## config.mk

```make
export PLATFORM = sky130hd
export DESIGN_NAME = scad_addr_split
export DESIGN_NICKNAME = d
export VERILOG_FILES = /design/src/design/scad_pkg.sv /design/src/design/scad_addr_split.sv
export SDC_FILE = /design/constraint.sdc
export NUM_CORES = 1
export LEC_CHECK = 0
export ABC_AREA = 0
export BUFFER_PORTS_ARGS = -buffer_cell sky130_fd_sc_hd__buf_2
export CORE_UTILIZATION = 52
export DETAILED_ROUTE_END_ITERATION = 7
export PLACE_DENSITY = 0.88
export SKIP_LAST_GASP = 1
export SLEW_MARGIN = 20
export SYNTH_ARGS = -nofsm -noshare
export SYNTH_HDL_FRONTEND = slang
export SYNTH_SLANG_ARGS = --single-unit
```

## constraint.sdc

```tcl
create_clock -name vclk -period 2.3
set_input_delay 0.115 -clock vclk [all_inputs]
set_output_delay 0.115 -clock vclk [all_outputs]
set_load 0.01 [all_outputs]
```

## src/design/scad_pkg.sv

```systemverilog
package scad_pkg;

	localparam int unsigned ADDR_BITS    = 16;
	localparam int unsigned ADDR_W       = 16;
	localparam int unsigned BLOCK_W      = 16;
	localparam int unsigned TAG_W        = 16;
	localparam int unsigned SETIDX_W     = 6;
	localparam int unsigned WAYIDX_W     = 3;
	localparam int unsigned AGE_W        = 3;
	localparam int unsigned OFF_W        = 4;
	localparam int unsigned SB_W         = 3;
	localparam int unsigned WAYS_CFG_W   = 4;
	localparam int unsigned PADDR_W      = 4;
	localparam int unsigned PDATA_W      = 32;
	localparam int unsigned MAX_SETS_DEF = 64;
	localparam int unsigned MAX_WAYS_DEF = 8;
	localparam int unsigned WAYS_LIMIT   = 8;

	localparam logic [AGE_W-1:0] AGE_MAX   = 3'd7;
	localparam logic [AGE_W:0]   AGE_EMPTY = 4'd8;
	localparam logic [OFF_W-1:0] OFF_LIMIT = 4'd8;
	localparam logic [SB_W-1:0]  SB_LIMIT  = 3'd6;

	localparam logic [ADDR_W-1:0] ADDR_MASK =
		(ADDR_BITS >= ADDR_W) ? {ADDR_W{1'b1}} : ADDR_W'((64'd1 << ADDR_BITS) - 64'd1);

	localparam logic [OFF_W-1:0]      RST_LINE_BYTES_LOG2 = 4'd2;
	localparam logic [SB_W-1:0]       RST_SET_COUNT_LOG2  = 3'd2;
	localparam logic [WAYS_CFG_W-1:0] RST_WAYS_IN_USE     = 4'd2;

	typedef enum logic [1:0] {
		REG_LINE_BYTES_LOG2,
		REG_SET_COUNT_LOG2,
		REG_WAYS_IN_USE,
		REG_VICTIM_SEL
	} reg_idx_t;

	typedef enum logic {
		ACT_READ,
		ACT_WRITE
	} action_t;

	typedef enum logic {
		POL_LRU,
		POL_FIFO
	} policy_t;

	typedef enum logic [1:0] {
		ST_IDLE,
		ST_SCAN,
		ST_COMMIT
	} state_t;

	typedef struct packed {
		logic             valid;
		logic             dirty;
		logic [AGE_W-1:0] age;
		logic [TAG_W-1:0] tag;
	} line_t;

	typedef struct packed {
		logic [OFF_W-1:0] off;
		logic [SB_W-1:0]  sb;
	} layout_t;

	typedef struct packed {
		logic [BLOCK_W-1:0] block;
		logic [TAG_W-1:0]   tag;
	} split_t;

endpackage

```

## src/design/scad_addr_split.sv

```systemverilog
module scad_addr_split import scad_pkg::*; #(
	parameter int unsigned MAX_SETS = MAX_SETS_DEF,
	localparam int unsigned SET_W = (MAX_SETS > 1) ? $clog2(MAX_SETS) : 1
) (
	input  logic [ADDR_W-1:0] address,
	input  layout_t           layout,
	output split_t            split,
	output logic [SET_W-1:0]  set_idx
);

	localparam int unsigned RAW_N = 2 ** SETIDX_W;

	logic [ADDR_W-1:0]   addr_m;
	logic [SETIDX_W-1:0] raw_mask;
	logic [SETIDX_W-1:0] raw_set;
	logic [OFF_W:0]      tag_sh;
	logic [SET_W-1:0]    set_tab [RAW_N];

	assign addr_m      = address & ADDR_MASK;
	assign split.block = BLOCK_W'(addr_m >> layout.off);
	assign raw_mask    = SETIDX_W'(({1'b0, {SETIDX_W{1'b0}}} + 1'b1 << layout.sb) - 1'b1);
	assign raw_set     = split.block[SETIDX_W-1:0] & raw_mask;
	assign tag_sh      = (OFF_W+1)'(layout.off) + (OFF_W+1)'(layout.sb);
	assign split.tag   = TAG_W'(addr_m >> tag_sh);

	// wrap set numbers that lie beyond the directory depth
	for (genvar i = 0; i < RAW_N; i++) begin : g_set_tab
		localparam int unsigned Rem = i % MAX_SETS;
		assign set_tab[i] = SET_W'(Rem);
	end

	assign set_idx = set_tab[raw_set];

endmodule

```

==> impl_metrics.toml, run 1 <==
[drt]
wire_per_inst_um = 16.7
dr.first_iter.drc_count = 109
ant_nets = 0
drc_errors = 0
vias = 1870
routed_wl_mm = 4.87
drt-pass1-iter-count = 4
via_per_inst = 6.40

[cells_and_area]
synthToLayoutAreaGrowth_pct = 35.2
multiInputGateArea_mm2 = 0.00145
drive_above_1_share_pct = 43.1
layout_common_cells = "buf_2, mux2i_1, nand2_1"
seq_area_um2 = 0
fillCellCount = 185
seq_cells = 0
nets = 292
final_common_cell = "buf_2"
clkbuf_count = 0
diodes = 0

[place]
dp_hpwl_mm = 3.63
place.gp.congestion = 0.898
place_ws_ns = -0.209
numPortBuffers = 61

[critical_path]
crit_required_ns = 2.18
endpoint_kind = "output pin"
crit_path_cell_trace = "buf_2, ha_4, fa_2, xor2_4, buf_12, mux4_2, and2b_1, a211oi_2, a221oi_2, buf_2"
worst-path-buf-inv = 3
crit_slowest_cell = "mux4_2"
crit_top_cell = "buf_2"
crit_path_start_kind = "input port"
slowest_delay_ns = 0.47
cp_top_family = "adder cells"
crit_type = "input port to output pin"
path_max_fanout = 3
crit_arrival_ns = 2.17

[synth]
synth_cell_type_count = 43
syn_inst = 195
syn_nets = 223
yosysWarnings = 0
avgSynthCellArea_um2 = 7.56
synth_area_mm2 = 0.00147
ys_seq_area_share_pct = 0

[power]
p_int_uw = 361
leakage_nw = 0.978
combinationalPowerShare_pct = 100.0
power.switching_uw = 407
clock_power_share_pct = 0
pwr-share-seq_pct = 0
power_density_mw_per_mm2 = 385
power_uw = 768
swShare_pct = 53.0
ir_drop_v = 0.000375

[timing]
fin_setup_tns_ns = 0
timing.final.ws_setup_ns = 0.0169
tightest_slew_ns = 0.485
period_needed_ns = 2.28
fin_crit_sh_pct = 99.3
hold_viol_final = 0
maxSlewHeadroom_pct = 67.3
slew_viol_final = 0
grt_setup_unrepaired = "yes"
setup_viol = 0
fmax_ghz = 0.438

[global_routing]
grt_overflow = 0
grt_util_all_layers_pct = 29.6
grt_max_degree = 22
grt_pass1_wl_mm = 7.62
grt_pass1_vias = 1697
grt_antenna_before_repair = 0

[min_path]
min_path_type = "input port to output pin"

[flow_run]
drv_cap = 0

[floorplan]
initial_core_util_pct = 57.4
core_mm2 = 0.00257
die_y_um = 55.2
num_rows = 18
die_area_mm2 = 0.00305
io_pins = 61
chipWidth_um = 55.2

[clock_network]
holdBufCountCts = 0

[outcome]
status = "completed"
routing by layer:
layer  up-vias  global-route usage (%)  routed length (um)
met5         -                       0                   0
met4         0                    7.14                  77
met3        12                    1.41                 356
met2       113                    47.7                2460
met1       873                    43.6                1970
li1        872                       -                   -
repair_timing:
item,4_1_cts,5_1_grt
pin swaps,4,2
setup endpoints to repair,9,15
gates resized for setup,6,7
gates cloned,0,0
buffers inserted,1,1
power by group through the flow:
stage / registers, mW / logic [mW] / clock network [mW]
after floorplan: 0 / 0.458 / 0
after global placement: 0 / 0.682 / 0
after detailed placement: 0 / 0.699 / 0
after CTS: 0 / 0.719 / 0
after global routing: 0 / 0.821 / 0
final: 0 / 0.768 / 0
tightest hold or removal path, stage by stage:
cell     delay [ns]
buf_2          0.14
nand2_1        0.10
nor3_1         0.05
buf_2          0.13
synthesized netlist by cell type (3+ instances only):
library cell  instances  area share [%]
nor2b_1               3             1.3
a211oi_1              4             2.0
clkbuf_1              7             1.8
o21a_1                4             2.0
mux2i_1              29              20
buf_2                 6             2.0
o22ai_1               5             2.1
nand2_1              23             5.9
and2_1                6             2.5
a21oi_1              10             3.4
mux4_2               11              17
inv_1                 3            0.76
nor2_1               18             4.6
mux2_2                5             3.8
nor3_1                9             3.1
o21ai_0              11             3.7
ha_1                  4             3.4
cell families after synthesis:
kind of cell | share of synthesized area [%]
xor gates and xnor gates | 3.99
adders and majority gates | 4.75
and+or+nand+nor | 21.6
buffers and inverters | 5.86
muxes | 40.3
AOI/OAI and AO/OA | 23.5
metrics by stage:
| step | hold WS [ns] | instance area, um2 | cells | util (%) |
|---|---|---|---|---|
| CTS | 0.647 | 1940 | 291 | 75.5 |
| global placement | 0.644 | 1900 | 290 | 73.8 |
| global route | 0.688 | 1990 | 292 | 77.6 |
| detailed placement | 0.647 | 1900 | 290 | 73.8 |
| finish | 0.648 | 1990 | 292 | 77.6 |
| floorplan | 0.372 | 1470 | 195 | - |
final cells by class:
type               instances  area share, %
well taps                 30           1.88
inverters                  4          0.753
multi-input cells        175           72.9
repair buffers            83           24.4
worst paths after layout:
| path | startpoint | endpoint | slack, ns | cells after the start |
|---|---|---|---|---|
| hold / removal | address[15] | split[31] | 0.65 | 4 |
| setup / recovery | layout[0] | split[1] | 0.02 | 10 |
Note: power is estimated with default switching activity, not from simulation.
==> run 2: changes to the inputs <==
Settings changed: SETUP_SLACK_MARGIN set to 0.05.
Clock period 2.3 ns to 2.2 ns, I/O delays scaled along.
==> run 2 against run 1 <==
Effect of this change:
- largest power group unchanged
- wire length grew 2.1%
- flip-flop and latch count is the same
- the run now ends with setup timing left
- sequential share of layout area is the same
- hold slack lost 0.0024 ns
- via count grew 2.5%
- total power grew 15%
==> impl_metrics.toml, run 2 (synthesis results as in run 1) <==
[critical_path]
crit_type = "input port to output pin"
crit_slowest_cell = "mux4_2"
crit_arrival_ns = 2.14
worst-path-buf-inv = 4
path_max_fanout = 7
crit_top_cell = "buf_6"
crit_path_start_kind = "input port"
crit_required_ns = 2.09
cp_top_family = "multiplexers"
endpoint_kind = "output pin"
slowest_delay_ns = 0.52
crit_path_cell_trace = "buf_8, ha_4, fa_2, buf_6, xnor2_4, buf_6, mux4_2, mux2i_1, a21oi_1, buf_2"

[cells_and_area]
nets = 302
drive_above_1_share_pct = 47.4
fillCellCount = 156
synthToLayoutAreaGrowth_pct = 45.0
seq_area_um2 = 0
clkbuf_count = 0
multiInputGateArea_mm2 = 0.00151
diodes = 0
layout_common_cells = "buf_2, buf_4, mux2i_1"
final_common_cell = "buf_2"
design_area_mm2 = 0.00214
seq_cells = 0

[timing]
fin_setup_tns_ns = -0.130
timing.final.ws_setup_ns = -0.0540
tightest_slew_ns = 0.458
maxSlewHeadroom_pct = 68.6
grt_setup_unrepaired = "yes"
setup_viol = 5
fmax_ghz = 0.444
fin_crit_sh_pct = 102
hold_viol_final = 0
slew_viol_final = 0
holdWs_ns = 0.646
period_needed_ns = 2.25

[drt]
drt-pass1-iter-count = 5
wire_per_inst_um = 16.5
ant_nets = 0
routed_wl_mm = 4.97
via_per_inst = 6.34
vias = 1916
dr.first_iter.drc_count = 175
drc_errors = 0

[min_path]
min_path_type = "input port to output pin"

[power]
p_int_uw = 431
leakage_nw = 1.04
swShare_pct = 51.3
clock_power_share_pct = 0
ir_drop_v = 0.000400
combinationalPowerShare_pct = 100.0
power_density_mw_per_mm2 = 414
pwr-share-seq_pct = 0
power.switching_uw = 453

[global_routing]
grt_max_degree = 21
grt_pass1_vias = 1670
grt_overflow = 0
grt_util_all_layers_pct = 30.0
grt_antenna_before_repair = 0
grt_pass1_wl_mm = 7.51

[place]
numPortBuffers = 61
place_area_mm2 = 0.00192
place.gp.congestion = 0.868
dp_hpwl_mm = 3.64

[floorplan]
chipWidth_um = 55.2
num_rows = 18
io_pins = 61
die_y_um = 55.2
core_mm2 = 0.00257
die_area_mm2 = 0.00305
initial_core_util_pct = 57.4

[outcome]
violations = "setup timing"
status = "finished, violations left"

[flow_run]
drv_cap = 0
==> run 2: final timing paths <==
check / cells past startpoint / start / endpoint
hold / removal: 4 / address[15] / split[31]
setup / recovery: 10 / layout[0] / split[5]
==> run 2: stage by stage <==
stage	worst slack (ns)	std cells	utilization (%)	power [mW]
floorplan	0.0511	195	-	0.479
global placement	-0.188	293	74.8	0.729
detailed placement	-0.237	293	74.8	0.744
CTS	-0.0405	298	79.0	0.796
global route	-0.0913	302	83.2	0.942
finish	-0.0540	302	83.2	0.884
==> run 2: power by group through the flow <==
stage	sequential, mW	combinational [mW]	clock [mW]
floorplan	0	0.479	0
finish	0	0.884	0
detailed placement	0	0.744	0
global route	0	0.942	0
CTS	0	0.796	0
global placement	0	0.729	0
==> run 2: area by class of cell <==
type | instances | share of cell area, %
multi-input cells | 175 | 70.5
repair buffers | 93 | 27.0
well taps | 30 | 1.76
inverters | 4 | 0.703
==> run 2: routing by layer <==
metal  vias to the layer above  part of all wire (%)  GRT usage, %
met3                        13                   7.8          1.41
met2                       107                    50          50.9
li1                        896                     -             -
met1                       900                    40          41.7
met4                         0                   2.1          7.86
met5                         -                     0             0
==> run 2: what timing repair did <==
item / CTS / global route
gates resized for setup: 14 / 16
hold buffers: 0 / 0
pin swaps: 7 / 4
buffers inserted: 5 / 3
setup endpoints to repair: 12 / 15
gates cloned: 0 / 1
==> run 3: changes to the inputs <==
Settings changed: CELL_PAD_IN_SITES_DETAIL_PLACEMENT set to 1, CELL_PAD_IN_SITES_GLOBAL_PLACEMENT set to 1, CORE_UTILIZATION 52 to 36, PLACE_DENSITY 0.88 to 0.87.
==> run 3 against run 2 <==
Effect of this change:
- the run still ends with setup timing left
- wire length is 30% higher
- largest power group unchanged
- highest routed layer unchanged
- flip-flop and latch count did not move
- maximum frequency shrank 0.19%
- hold slack better by 0.0040 ns
- first-iteration DRC count fell by 33%
- utilization fell by 26 points
==> impl_metrics.toml, run 3 (synthesis results as in run 1) <==
[outcome]
status = "finished, violations left"
violations = "setup timing"

[place]
dp_hpwl_mm = 4.83
place.gp.congestion = 0.914
numPortBuffers = 61
place_ws_ns = -0.266

[drt]
ant_nets = 0
dr.first_iter.drc_count = 118
routed_wl_mm = 6.46
drc_errors = 0
vias = 1992
drt-pass1-iter-count = 4
wire_per_inst_um = 20.3
via_per_inst = 6.26

[floorplan]
chipWidth_um = 66.0
die_area_mm2 = 0.00435
core_mm2 = 0.00380
io_pins = 61
die_y_um = 66.0
initial_core_util_pct = 38.8
num_rows = 22

[critical_path]
worst-path-buf-inv = 4
endpoint_kind = "output pin"
crit_slowest_cell = "fa_2"
critPathLaunch = "layout[0]"
path_max_fanout = 8
crit_top_cell = "buf_6"
crit_required_ns = 2.09
crit_arrival_ns = 2.15
cp_top_family = "buffers and inverters"
crit_type = "input port to output pin"
crit_path_cell_trace = "buf_8, ha_4, fa_2, buf_6, xnor2_4, buf_6, nor2_1, a21oi_2, mux2i_1, a221oi_1, buf_2"
crit_path_start_kind = "input port"
slowest_delay_ns = 0.40

[flow_run]
drv_cap = 0

[cells_and_area]
nets = 300
clkbuf_count = 0
seq_area_um2 = 0
layout_common_cells = "buf_2, mux2i_1, buf_4"
final_common_cell = "buf_2"
diodes = 0
seq_cells = 0
synthToLayoutAreaGrowth_pct = 46.3
drive_above_1_share_pct = 47.4
fillCellCount = 488

[timing]
maxSlewHeadroom_pct = 68.7
hold_viol_final = 0
setup_viol = 6
period_needed_ns = 2.26
fin_setup_tns_ns = -0.202
tightest_slew_ns = 0.456
fin_crit_sh_pct = 103
slew_viol_final = 0
grt_setup_unrepaired = "yes"
fmax_ghz = 0.443
timing.final.ws_setup_ns = -0.0583

[global_routing]
grt_overflow = 0
grt_util_all_layers_pct = 29.7
grt_pass1_wl_mm = 10.0
grt_pass1_vias = 2040
grt_antenna_before_repair = 0
grt_max_degree = 21

[power]
ir_drop_v = 0.000218
leakage_nw = 1.03
power_density_mw_per_mm2 = 425

[min_path]
hp-start = "layout[5]"
min_path_type = "input port to output pin"
[run 3: final timing paths]
check	cells past startpoint	to	slack [ns]
worst max-delay path	11	split[6]	-0.06
worst min-delay path	4	split[30]	0.65
[run 3: repair_timing]
item,CTS,global route
cloned,0,0
pin swaps,9,8
endpoints found under the setup margin,12,17
hold buffers,0,0
setup buffers,4,2
resized for setup,20,12
[run 3: metrics by stage]
| stage | area, um2 | hold slack (ns) | total power [mW] | utilization, % | instances |
|---|---|---|---|---|---|
| floorplan | 1480 | 0.362 | 0.479 | - | 195 |
| CTS | 2090 | 0.649 | 0.855 | 55.0 | 317 |
| finish | 2160 | 0.650 | 0.916 | 56.8 | 318 |
| global placement | 1960 | 0.636 | 0.748 | 51.5 | 313 |
| detailed placement | 1960 | 0.637 | 0.784 | 51.5 | 313 |
| global route | 2160 | 0.681 | 0.984 | 56.8 | 318 |
[run 3: per-layer routing]
| layer | routed length (um) | global-route usage, % | up-vias |
|---|---|---|---|
| met3 | 398 | 1.55 | 23 |
| met5 | 0 | 0 | - |
| met2 | 3310 | 54.2 | 97 |
| met4 | 192 | 9.31 | 0 |
| li1 | - | - | 887 |
| met1 | 2560 | 36.9 | 985 |
[run 3: report_power, final]
part / switching [mW] / internal, mW
Sequential: 0 / 0
Clock: 0 / 0
Combinational: 0.488 / 0.428
Total: 0.488 / 0.428
[run 3: cell type report]
| type | count | area, um2 | area share [%] |
|---|---|---|---|
| multi-input combinational | 175 | 1520 | 70.3 |
| inverter | 4 | 15.0 | 0.696 |
| timing repair buffer | 91 | 566 | 26.2 |
| tap | 48 | 60.1 | 2.78 |
